File: src/rtl/abkf_pkg.sv
// Shared constants, widths and helpers for the angle/bias Kalman filter.
// No dependencies. Imported by the filter top level, its arithmetic units and the testbench.
`default_nettype none

package abkf_pkg;

  // CORDIC iteration count, valid range 8..30
  localparam int CORDIC_STEPS = 16;
  localparam int CIW          = $clog2(CORDIC_STEPS);

  // CORDIC datapath widths: x/y hold accel << 14 plus gain growth
  localparam int XYW = 34;
  localparam int ZW  = 20;
  localparam logic signed [ZW-1:0] PI_Q16 = 20'sd205887;

  // serial multiplier: 33 x 33 signed, radix 2
  localparam int MUL_OW    = 33;
  localparam int MUL_STEPS = 33;
  localparam int MUL_CW    = $clog2(MUL_STEPS);
  localparam int PW        = 2 * MUL_OW + 1;

  // restoring divider: |num| (33 bits) << 28 over a 33-bit divisor
  localparam int DIV_NW = 33;
  localparam int DIV_QW = DIV_NW + 28;
  localparam int DIV_CW = $clog2(DIV_QW);

  // configuration register indexes
  localparam logic [31:0] CFG_TIME_STEP     = 32'd0;
  localparam logic [31:0] CFG_MEASURE_NOISE = 32'd1;
  localparam logic [31:0] CFG_ANGLE_NOISE   = 32'd2;
  localparam logic [31:0] CFG_BIAS_NOISE    = 32'd3;

  localparam logic signed [31:0] ONE_Q28 = 32'sh1000_0000;

  // atan(2^-i) in Q16.16
  function automatic logic signed [ZW-1:0] atan_q16(input logic [4:0] i);
    logic [15:0] v;
    begin
      case (i)
        5'd0:  v = 16'd51472;
        5'd1:  v = 16'd30386;
        5'd2:  v = 16'd16055;
        5'd3:  v = 16'd8150;
        5'd4:  v = 16'd4091;
        5'd5:  v = 16'd2047;
        5'd6:  v = 16'd1024;
        5'd7:  v = 16'd512;
        5'd8:  v = 16'd256;
        5'd9:  v = 16'd128;
        5'd10: v = 16'd64;
        5'd11: v = 16'd32;
        5'd12: v = 16'd16;
        5'd13: v = 16'd8;
        5'd14: v = 16'd4;
        5'd15: v = 16'd2;
        5'd16: v = 16'd1;
        default: v = 16'd0;
      endcase
      return $signed({{(ZW-16){1'b0}}, v});
    end
  endfunction

  // clamp to the signed 32-bit range
  function automatic logic signed [31:0] sat32(input logic signed [39:0] v);
    begin
      if (v > 40'sh00_7FFF_FFFF)
        return 32'sh7FFF_FFFF;
      else if (v < -40'sh00_8000_0000)
        return 32'sh8000_0000;
      else
        return v[31:0];
    end
  endfunction

endpackage

`default_nettype wire

File: src/rtl/abkf_mul.sv
// Bit-serial signed multiplier, 33 x 33 -> 67 bits, one multiplier bit per cycle.
// Depends on abkf_pkg.
`default_nettype none

module abkf_mul
  import abkf_pkg::*;
(
  input  wire logic                     clk,
  input  wire logic                     rst_n,
  input  wire logic                     start,
  input  wire logic signed [MUL_OW-1:0] a,
  input  wire logic signed [MUL_OW-1:0] b,
  output logic                          done,
  output logic signed [PW-1:0]          prod
);

  logic signed [MUL_OW:0]   hi_r;
  logic [MUL_OW-1:0]        lo_r;
  logic signed [MUL_OW-1:0] a_r;
  logic [MUL_CW-1:0]        cnt_r;
  logic                     run_r;
  logic                     done_r;
  logic                     last;
  logic signed [MUL_OW:0]   sum;

  assign last = (cnt_r == MUL_CW'(MUL_STEPS - 1));

  // top multiplier bit carries negative weight
  always_comb begin
    if (!lo_r[0])
      sum = hi_r;
    else if (last)
      sum = hi_r - (MUL_OW+1)'(a_r);
    else
      sum = hi_r + (MUL_OW+1)'(a_r);
  end

  always_ff @(posedge clk) begin
    if (!rst_n) begin
      run_r  <= 1'b0;
      done_r <= 1'b0;
      cnt_r  <= '0;
    end else begin
      done_r <= 1'b0;
      if (start) begin
        run_r <= 1'b1;
        cnt_r <= '0;
        hi_r  <= '0;
        lo_r  <= b;
        a_r   <= a;
      end else if (run_r) begin
        hi_r  <= {sum[MUL_OW], sum[MUL_OW:1]};
        lo_r  <= {sum[0], lo_r[MUL_OW-1:1]};
        cnt_r <= cnt_r + 1'b1;
        if (last) begin
          run_r  <= 1'b0;
          done_r <= 1'b1;
        end
      end
    end
  end

  assign done = done_r;
  assign prod = {hi_r, lo_r};

endmodule

`default_nettype wire

File: src/rtl/abkf_div.sv
// Restoring divider for the Kalman gain: sat32((num << 28) / den), den > 0,
// truncating toward zero, one quotient bit per cycle. Depends on abkf_pkg.
`default_nettype none

module abkf_div
  import abkf_pkg::*;
(
  input  wire logic               clk,
  input  wire logic               rst_n,
  input  wire logic               start,
  input  wire logic signed [31:0] num,
  input  wire logic [32:0]        den,
  output logic                    done,
  output logic signed [31:0]      quo
);

  logic [DIV_QW-1:0] q_r;
  logic [32:0]       rem_r;
  logic [32:0]       den_r;
  logic              neg_r;
  logic [DIV_CW-1:0] cnt_r;
  logic              run_r;
  logic              done_r;
  logic [DIV_NW-1:0] mag;
  logic [33:0]       shifted;
  logic [34:0]       trial;
  logic              ovf;

  assign mag     = num[31] ? DIV_NW'(-{num[31], num}) : DIV_NW'({1'b0, num});
  assign shifted = {rem_r, q_r[DIV_QW-1]};
  assign trial   = {1'b0, shifted} - {2'b00, den_r};

  always_ff @(posedge clk) begin
    if (!rst_n) begin
      run_r  <= 1'b0;
      done_r <= 1'b0;
      cnt_r  <= '0;
    end else begin
      done_r <= 1'b0;
      if (start) begin
        run_r <= 1'b1;
        cnt_r <= '0;
        rem_r <= '0;
        den_r <= den;
        neg_r <= num[31];
        q_r   <= {mag, 28'd0};
      end else if (run_r) begin
        // dividend bits leave the top as quotient bits enter the bottom
        if (!trial[34]) begin
          rem_r <= trial[32:0];
          q_r   <= {q_r[DIV_QW-2:0], 1'b1};
        end else begin
          rem_r <= shifted[32:0];
          q_r   <= {q_r[DIV_QW-2:0], 1'b0};
        end
        cnt_r <= cnt_r + 1'b1;
        if (cnt_r == DIV_CW'(DIV_QW - 1)) begin
          run_r  <= 1'b0;
          done_r <= 1'b1;
        end
      end
    end
  end

  assign ovf = neg_r ? ((|q_r[DIV_QW-1:32]) || (q_r[31] && (|q_r[30:0])))
                     : (|q_r[DIV_QW-1:31]);

  always_comb begin
    if (ovf)
      quo = neg_r ? 32'sh8000_0000 : 32'sh7FFF_FFFF;
    else if (neg_r)
      quo = -$signed(q_r[31:0]);
    else
      quo = $signed(q_r[31:0]);
  end

  assign done = done_r;

endmodule

`default_nettype wire

File: src/rtl/abkf_cordic.sv
// Iterative vectoring CORDIC for atan2(ys, xs) in Q16.16, one rotation per cycle.
// Depends on abkf_pkg (step count, arctangent table).
`default_nettype none

module abkf_cordic
  import abkf_pkg::*;
(
  input  wire logic                 clk,
  input  wire logic                 rst_n,
  input  wire logic                 start,
  input  wire logic signed [15:0]   ys,
  input  wire logic signed [15:0]   xs,
  output logic                      done,
  output logic signed [ZW-1:0]      z
);

  logic signed [XYW-1:0] x_r, y_r;
  logic signed [ZW-1:0]  z_r;
  logic [CIW-1:0]        i_r;
  logic                  run_r;
  logic                  done_r;
  logic                  zero_r;
  logic                  xneg;
  logic signed [XYW-1:0] x0, y0;
  logic signed [XYW-1:0] dx, dy;
  logic signed [ZW-1:0]  ang;

  // left half plane: turn by pi first
  assign xneg = xs[15];
  assign x0   = xneg ? -XYW'(xs) : XYW'(xs);
  assign y0   = xneg ? -XYW'(ys) : XYW'(ys);
  assign dx   = y_r >>> i_r;
  assign dy   = x_r >>> i_r;
  assign ang  = atan_q16(5'(i_r));

  always_ff @(posedge clk) begin
    if (!rst_n) begin
      run_r  <= 1'b0;
      done_r <= 1'b0;
      i_r    <= '0;
    end else begin
      done_r <= 1'b0;
      if (start) begin
        run_r  <= 1'b1;
        i_r    <= '0;
        zero_r <= (xs == 16'sd0) && (ys == 16'sd0);
        x_r    <= x0 <<< 14;
        y_r    <= y0 <<< 14;
        if (!xneg)
          z_r <= '0;
        else
          z_r <= ys[15] ? -PI_Q16 : PI_Q16;
      end else if (run_r) begin
        if (y_r > 0) begin
          x_r <= x_r + dx;
          y_r <= y_r - dy;
          z_r <= z_r + ang;
        end else begin
          x_r <= x_r - dx;
          y_r <= y_r + dy;
          z_r <= z_r - ang;
        end
        i_r <= i_r + 1'b1;
        if (i_r == CIW'(CORDIC_STEPS - 1)) begin
          run_r  <= 1'b0;
          done_r <= 1'b1;
        end
      end
    end
  end

  assign done = done_r;
  assign z    = zero_r ? '0 : z_r;

endmodule

`default_nettype wire

File: src/rtl/angle_bias_kalman_filter.sv
// Two-state (roll angle, gyro bias) Kalman filter, fixed point.
//
// Channels: in_* carries one beat per filter step: in_mode 0 is a predict
// with in_gyro_rate, in_mode 1 a correct with the in_accel_x / in_accel_y
// pair. out_* returns one beat per input beat: angle, bias-free rate, bias.
// cfg_* writes time_step (0), measure_noise (1), angle_noise (2) and
// bias_noise (3); other indexes are dropped. cfg_ready is always high.
//
// Throughput: one item at a time. in_ready is high only while the sequencer
// is idle. Work is done by a shared bit-serial multiplier, a restoring
// divider (61 steps per gain) and an iterative CORDIC.
// Per item: a predict computes four products (the off-diagonal product is
// used twice); a correct runs the CORDIC, two divisions and six products,
// and a non-positive innovation variance skips divider and multiplier.
// The result sits in an output register; the next beat is accepted while it
// waits. A stalled receiver only holds the sequencer at its final step.
// Reset (rst_n low, synchronous): state zero, covariance identity,
// registers to their defaults, no result pending.
`default_nettype none

module angle_bias_kalman_filter
  import abkf_pkg::*;
(
  input  wire logic               clk,
  input  wire logic               rst_n,
  input  wire logic               in_valid,
  output logic                    in_ready,
  input  wire logic               in_mode,
  input  wire logic signed [31:0] in_gyro_rate,
  input  wire logic signed [15:0] in_accel_x,
  input  wire logic signed [15:0] in_accel_y,
  output logic                    out_valid,
  input  wire logic               out_ready,
  output logic signed [31:0]      out_angle,
  output logic signed [31:0]      out_angle_rate,
  output logic signed [31:0]      out_gyro_bias,
  input  wire logic               cfg_valid,
  output logic                    cfg_ready,
  input  wire logic [31:0]        cfg_index,
  input  wire logic [31:0]        cfg_data
);

  typedef enum logic [3:0] {
    S_IDLE, S_SETUP, S_CORD, S_DIV0, S_DIV1, S_MUL, S_MWAIT, S_OUT
  } state_t;

  // destination of a multiply-accumulate step
  typedef enum logic [2:0] {
    D_ANG, D_BIAS, D_P00, D_P01, D_P10, D_P11
  } dst_t;

  typedef struct packed {
    logic signed [MUL_OW-1:0] a;
    logic signed [MUL_OW-1:0] b;
    dst_t                     dst;
    logic                     sub;    // base minus product
    logic                     sh32;   // Q16.16 or Q4.28 x Q0.32, else Q4.28 scaling
    logic                     reuse;  // product from the previous step
    logic                     last;
  } op_t;

  state_t state_r;

  // configuration
  logic [31:0] dt_r, mn_r, an_r, bn_r;

  // filter state
  logic signed [31:0] ang_r, bias_r, rate_r;
  logic signed [31:0] p00_r, p01_r, p10_r, p11_r;

  // per-item working registers
  logic               mode_r;
  logic signed [31:0] gyro_r;
  logic signed [15:0] ax_r, ay_r;
  logic signed [31:0] unb_r, d0_r, d1_r, d3_r;
  logic signed [31:0] p00o_r, p01o_r, err_r, k0_r, k1_r;
  logic signed [33:0] e_r;
  logic [2:0]         op_r;

  // output register
  logic               out_valid_r;
  logic signed [31:0] out_ang_r, out_rate_r, out_bias_r;

  // units
  logic                     cor_start, cor_done;
  logic signed [ZW-1:0]     cor_z;
  logic                     div_start, div_done;
  logic signed [31:0]       div_num, div_q;
  logic                     mul_start, mul_done;
  logic signed [PW-1:0]     prod;
  op_t                      op;

  logic                     wb_go;
  logic signed [31:0]       base;
  logic signed [39:0]       scaled, wb_sum;
  logic signed [31:0]       wb_res;
  logic signed [31:0]       unb_nxt, d0_nxt, d1_nxt, err_nxt;
  logic signed [33:0]       e_nxt;
  logic                     out_free;

  assign in_ready  = (state_r == S_IDLE);
  assign cfg_ready = 1'b1;
  assign out_free  = !out_valid_r || out_ready;

  // predict operands, taken from the state before this item
  assign unb_nxt = sat32(40'(gyro_r) - 40'(bias_r));
  assign d0_nxt  = sat32(40'($signed({1'b0, an_r[31:4]})) - 40'(p01_r) - 40'(p10_r));
  assign d1_nxt  = sat32(-40'(p11_r));
  // innovation variance R + P00
  assign e_nxt   = $signed({6'd0, mn_r[31:4]}) + 34'(p00_r);
  assign err_nxt = sat32(40'(cor_z) - 40'(ang_r));

  // step table
  always_comb begin
    op = '{a: '0, b: '0, dst: D_ANG, sub: 1'b0, sh32: 1'b0, reuse: 1'b0, last: 1'b0};
    if (!mode_r) begin
      op.b    = $signed({1'b0, dt_r});
      op.sh32 = 1'b1;
      unique case (op_r)
        3'd0: begin op.a = MUL_OW'(unb_r); op.dst = D_ANG; end
        3'd1: begin op.a = MUL_OW'(d0_r);  op.dst = D_P00; end
        3'd2: begin op.a = MUL_OW'(d1_r);  op.dst = D_P01; end
        3'd3: begin op.a = MUL_OW'(d1_r);  op.dst = D_P10; op.reuse = 1'b1; end
        3'd4: begin op.a = MUL_OW'(d3_r);  op.dst = D_P11; op.last = 1'b1; end
        default: begin op.a = '0; op.last = 1'b1; end
      endcase
    end else begin
      op.sub = 1'b1;
      unique case (op_r)
        3'd0: begin op.a = MUL_OW'(k0_r); op.b = MUL_OW'(p00o_r); op.dst = D_P00; end
        3'd1: begin op.a = MUL_OW'(k0_r); op.b = MUL_OW'(p01o_r); op.dst = D_P01; end
        3'd2: begin op.a = MUL_OW'(k1_r); op.b = MUL_OW'(p00o_r); op.dst = D_P10; end
        3'd3: begin op.a = MUL_OW'(k1_r); op.b = MUL_OW'(p01o_r); op.dst = D_P11; end
        3'd4: begin
          op.a = MUL_OW'(k0_r); op.b = MUL_OW'(err_r); op.dst = D_ANG; op.sub = 1'b0;
        end
        3'd5: begin
          op.a = MUL_OW'(k1_r); op.b = MUL_OW'(err_r); op.dst = D_BIAS; op.sub = 1'b0;
          op.last = 1'b1;
        end
        default: begin op.a = '0; op.last = 1'b1; end
      endcase
    end
  end

  // accumulate: base +/- (product >>> 32 or 28), clamped
  always_comb begin
    unique case (op.dst)
      D_ANG:   base = ang_r;
      D_BIAS:  base = bias_r;
      D_P00:   base = p00_r;
      D_P01:   base = p01_r;
      D_P10:   base = p10_r;
      D_P11:   base = p11_r;
      default: base = '0;
    endcase
  end

  assign scaled = op.sh32 ? 40'($signed(prod[PW-1:32])) : 40'($signed(prod[PW-1:28]));
  assign wb_sum = op.sub ? (40'(base) - scaled) : (40'(base) + scaled);
  assign wb_res = sat32(wb_sum);
  assign wb_go  = ((state_r == S_MWAIT) && mul_done) || ((state_r == S_MUL) && op.reuse);

  assign mul_start = (state_r == S_MUL) && !op.reuse;
  assign cor_start = (state_r == S_SETUP) && mode_r;
  assign div_start = ((state_r == S_CORD) && cor_done && !e_r[33] && (e_r != 34'sd0)) ||
                     ((state_r == S_DIV0) && div_done);
  assign div_num   = (state_r == S_CORD) ? p00_r : p10_r;

  always_ff @(posedge clk) begin
    if (!rst_n) begin
      state_r     <= S_IDLE;
      out_valid_r <= 1'b0;
      dt_r        <= 32'd70368744;
      mn_r        <= 32'd1288490189;
      an_r        <= 32'd4294967;
      bn_r        <= 32'd12884902;
      ang_r       <= '0;
      bias_r      <= '0;
      rate_r      <= '0;
      p00_r       <= ONE_Q28;
      p01_r       <= '0;
      p10_r       <= '0;
      p11_r       <= ONE_Q28;
      op_r        <= '0;
    end else begin
      // result register: loaded by the final step, cleared by a taken beat
      if ((state_r == S_OUT) && out_free)
        out_valid_r <= 1'b1;
      else if (out_ready)
        out_valid_r <= 1'b0;

      if (cfg_valid) begin
        unique case (cfg_index)
          CFG_TIME_STEP:     dt_r <= cfg_data;
          CFG_MEASURE_NOISE: mn_r <= cfg_data;
          CFG_ANGLE_NOISE:   an_r <= cfg_data;
          CFG_BIAS_NOISE:    bn_r <= cfg_data;
          default: ;
        endcase
      end

      if (wb_go) begin
        unique case (op.dst)
          D_ANG:   ang_r  <= wb_res;
          D_BIAS:  bias_r <= wb_res;
          D_P00:   p00_r  <= wb_res;
          D_P01:   p01_r  <= wb_res;
          D_P10:   p10_r  <= wb_res;
          D_P11:   p11_r  <= wb_res;
          default: ;
        endcase
      end

      unique case (state_r)
        S_IDLE: begin
          if (in_valid) begin
            mode_r  <= in_mode;
            gyro_r  <= in_gyro_rate;
            ax_r    <= in_accel_x;
            ay_r    <= in_accel_y;
            state_r <= S_SETUP;
          end
        end
        S_SETUP: begin
          op_r <= '0;
          if (!mode_r) begin
            unb_r   <= unb_nxt;
            rate_r  <= unb_nxt;
            d0_r    <= d0_nxt;
            d1_r    <= d1_nxt;
            d3_r    <= $signed({4'd0, bn_r[31:4]});
            state_r <= S_MUL;
          end else begin
            p00o_r  <= p00_r;
            p01o_r  <= p01_r;
            e_r     <= e_nxt;
            state_r <= S_CORD;
          end
        end
        S_CORD: begin
          if (cor_done) begin
            err_r <= err_nxt;
            // no correction when the innovation variance is not positive
            if (e_r[33] || (e_r == 34'sd0))
              state_r <= S_OUT;
            else
              state_r <= S_DIV0;
          end
        end
        S_DIV0: begin
          if (div_done) begin
            k0_r    <= div_q;
            state_r <= S_DIV1;
          end
        end
        S_DIV1: begin
          if (div_done) begin
            k1_r    <= div_q;
            state_r <= S_MUL;
          end
        end
        S_MUL: begin
          if (op.reuse) begin
            op_r    <= op_r + 1'b1;
            state_r <= op.last ? S_OUT : S_MUL;
          end else begin
            state_r <= S_MWAIT;
          end
        end
        S_MWAIT: begin
          if (mul_done) begin
            op_r    <= op_r + 1'b1;
            state_r <= op.last ? S_OUT : S_MUL;
          end
        end
        S_OUT: begin
          if (out_free) begin
            out_ang_r   <= ang_r;
            out_rate_r  <= rate_r;
            out_bias_r  <= bias_r;
            state_r     <= S_IDLE;
          end
        end
        default: state_r <= S_IDLE;
      endcase
    end
  end

  assign out_valid      = out_valid_r;
  assign out_angle      = out_ang_r;
  assign out_angle_rate = out_rate_r;
  assign out_gyro_bias  = out_bias_r;

  abkf_cordic u_cordic (
    .clk   (clk),
    .rst_n (rst_n),
    .start (cor_start),
    .ys    (ax_r),
    .xs    (ay_r),
    .done  (cor_done),
    .z     (cor_z)
  );

  abkf_div u_div (
    .clk   (clk),
    .rst_n (rst_n),
    .start (div_start),
    .num   (div_num),
    .den   (e_r[32:0]),
    .done  (div_done),
    .quo   (div_q)
  );

  abkf_mul u_mul (
    .clk   (clk),
    .rst_n (rst_n),
    .start (mul_start),
    .a     (op.a),
    .b     (op.b),
    .done  (mul_done),
    .prod  (prod)
  );

endmodule

`default_nettype wire

File: config.mk
export PLATFORM = sky130hd
export DESIGN_NAME = angle_bias_kalman_filter
export DESIGN_NICKNAME = d
export VERILOG_FILES = /design/src/rtl/abkf_pkg.sv /design/src/rtl/abkf_mul.sv /design/src/rtl/abkf_div.sv /design/src/rtl/abkf_cordic.sv /design/src/rtl/angle_bias_kalman_filter.sv
export SDC_FILE = /design/constraint.sdc
export NUM_CORES = 2
export LEC_CHECK = 0
export BUFFER_PORTS_ARGS = -buffer_cell sky130_fd_sc_hd__buf_2
export CELL_PAD_IN_SITES_DETAIL_PLACEMENT = 0
export CELL_PAD_IN_SITES_GLOBAL_PLACEMENT = 1
export CORE_ASPECT_RATIO = 0.6
export CORE_MARGIN = 5
export CORE_UTILIZATION = 48
export DETAILED_ROUTE_END_ITERATION = 7
export GPL_TIMING_DRIVEN = 0
export PLACE_DENSITY = 0.74
export SETUP_SLACK_MARGIN = 0.5
export SLEW_MARGIN = 20
export SYNTH_ARGS = -nofsm -noshare
export SYNTH_HDL_FRONTEND = slang
export SYNTH_SLANG_ARGS = --single-unit
export TNS_END_PERCENT = 20
File: constraint.sdc
create_clock -name clk -period 13.5 [get_ports clk]
set_input_delay 1.35 -clock clk [delete_from_list [all_inputs] [get_ports clk]]
set_output_delay 1.35 -clock clk [all_outputs]
set_load 0.1 [all_outputs]
==> metrics <==
outcome=finished clean; Max-Cap Viols=0; cell leakage power=29.4 nW; power per cell area=182 mW/mm²; Cells after Synth=7166; most common cell in the netlist=edfxtp_1; drt via density=6.50; CTS Buf Count=115; die extent in y=307 µm; CP Max Fanout=10; Synth-to-Final Area Change=12.5%; nets@finish=8074; critical path required time=14.12 ns; Final Max Slew Viols=0; Clk Latency, worst-skew pair=0.82 ns; Yosys top cell by area=edfxtp_1; Seq pwr share=0.331; async set-reset flop share out of synthesis=0; Synth Register Bits=1178; post-route cell area=0.0792 mm²; P_sw=5.83 mW; Comb pwr share=0.424; Post-route DRC=0; VDD IR max=0.202 mV; Final Critical Period=12.22 ns; Worst-path clk slew=0.07 ns; top post-synthesis cells by count=edfxtp_1, a21oi_1, nand2_1; clock power share=0.245; GRT Overall Usage=0.379; ANT nets after route=0; Post-Syn Area=0.0704 mm²; Post-Route WL=305000 µm; Final Setup Violations=0; H-Tree Depth=3; width of the chip=505 µm; skew final=0.0515 ns; RD Place Congestion=1.06; Yosys warning total=0; CP Class=flop to flop; switching share of power=0.404; post-synth cell types=102; placed instance area=0.0751 mm²; FF+latch area=0.0315 mm²; Vias=62.3k; period utilization=0.905; Starting Density=0.485; Fmax achieved=81.8 MHz; core box area=0.145 mm²; Worst Max-Slew Pin Slew=1.40 ns; port bufs=229; syn avg cell area=9.83 µm²; I/O Pins=233; Synth Flop Type=edfxtp_1; Post-Syn Nets=7685; # rows=108; die footprint=0.155 mm²; CP startpoint kind=flop; first drt pass iteration count=8; postcts setup bufs=0; Hold/Removal Path Class=flop to flop; Setup TNS=0 ns; hpwl dp=245000 µm; sequential share of the synthesized area=0.447; RSZ-0062 raised after global routing=no; first-pass GRT wire length=420000 µm; number of flops mapped to enable cells by yosys=793; layout cells sized above 1=0.101; CTS resizes=0; internal power=8.60 mW; CP Capture Type=flop; Initial DRC Count=10.2k; slowest stage cell, crit path=a21oi_2; most frequent CP cell=buf_2; CP peak stage delay=0.96 ns; vias in the first global route=55.2k; total power draw=14.4 mW; initial antenna violation count=30; crit path DAT=12.84 ns; Longest Clk Path Bufs=3; cts hold-fix bufs=0; multi-input logic area=0.0365 mm²; post-synth top area share=0.338; Slew HR=0.0576; most area-consuming cells after synthesis=edfxtp_1, dfxtp_1, ha_1; Fill cells=13.0k; CTS tree=built; clock root cell=clkbuf_16; largest net degree at the start of global routing=34; CTS sink count=1178; gr ovfl total=0; routed wire length per instance=31.8 µm; final hold violations=0
-- flip-flops by register name, summed over array words and instances, names as in the netlist, 33 cells and up --
| signal | count |
|---|---|
| u_cordic.x_r | 34 |
| u_div.den_r | 33 |
| u_mul.lo_r | 33 |
| u_mul.hi_r | 33 |
| u_cordic.y_r | 34 |
| u_div.rem_r | 33 |
| e_r | 33 |
| u_div.q_r | 61 |
-- through the flow --
| step | utilization | setup WS, ns | instances | hold slack, ns |
|---|---|---|---|---|
| 2_1_floorplan | - | 5.07 | 7166 | 0.403 |
| 3_3_place_gp | 0.509 | 0.622 | 9320 | 0.419 |
| 3_5_place_dp | 0.517 | 1.86 | 9363 | 0.416 |
| 4_1_cts | 0.545 | 1.78 | 9582 | 0.432 |
| 5_1_grt | 0.545 | 1.09 | 9586 | 0.441 |
| 6_report | 0.545 | 1.28 | 9594 | 0.429 |
-- power groups by stage --
stage | clock (mW) | sequential (mW) | combinational, mW
detailed placement | 0 | 4.82 | 5.83
floorplan | 0 | 4.67 | 4.14
CTS | 3.55 | 4.74 | 5.86
global placement | 0 | 4.87 | 5.65
finish | 3.54 | 4.78 | 6.11
global route | 3.70 | 4.78 | 6.55
-- final cells by class --
class,instances,area share
clock inverters,82,0.0119
inverters,325,0.0154
repair buffers,272,0.0255
flip-flops and latches,1178,0.398
diodes,12,0.000379
multi-input cells,5294,0.460
clock buffers,137,0.0391
plain buffers,369,0.0195
well taps,1925,0.0304
-- critical path, delay by kind of cell (launching register included) --
family / cells / cell delay [ns]
adders and majority gates: 2 / 0.60
xor gates and xnor gates: 1 / 0.27
and+or+nand+nor: 5 / 1.34
buffers and inverters: 10 / 4.66
DFF: 1 / 0.32
muxes: 2 / 0.52
AOI/OAI and AO/OA: 11 / 4.23
-- cell usage in the layout, fill, tap and decap left out, types with 210 or more instances in the layout --
cell type / count
a21oi_1: 737
buf_2: 245
clkbuf_1: 289
dfxtp_1: 385
edfxtp_1: 793
ha_1: 348
inv_1: 321
nand2_1: 627
nor2_1: 546
o21ai_0: 580
xnor2_1: 297
xor2_1: 210
-- layer usage --
layer	global-route usage	up-vias	wire, µm
met5	0.0148	-	345
met4	0.0961	14	8940
met3	0.189	436	51900
met2	0.440	4126	104000
met1	0.594	30492	140000
li1	-	27247	-
-- worst paths after layout --
path                      startpoint                           end  slack, ns  cells after the start
max reg2reg         mode_r$_DFFE_PP_        ang_r[14]$_SDFFE_PN0P_       1.28                     31
max                 mode_r$_DFFE_PP_        ang_r[14]$_SDFFE_PN0P_       1.28                     31
min          rate_r[11]$_SDFFE_PN0P_  out_angle_rate[11]$_DFFE_PP_       0.43                      0
min reg2reg  rate_r[11]$_SDFFE_PN0P_  out_angle_rate[11]$_DFFE_PP_       0.43                      0
-- cell families (layout without fill, tap and decap cells) --
family                   count (synthesis)  count (layout)  synth area share
flip-flops                            1178            1178             0.447
XOR/XNOR                               509             509            0.0635
AO/OA/AOI/OAI                         2202            2202             0.192
other                                    1              13         0.0000532
buffers and inverters                  694            1185            0.0389
adder cells (fa/ha/maj)                406             406            0.0753
multiplexers                           298             298            0.0593
AND/OR/NAND/NOR                       1878            1878             0.124
(Power assumes the default switching activity.)
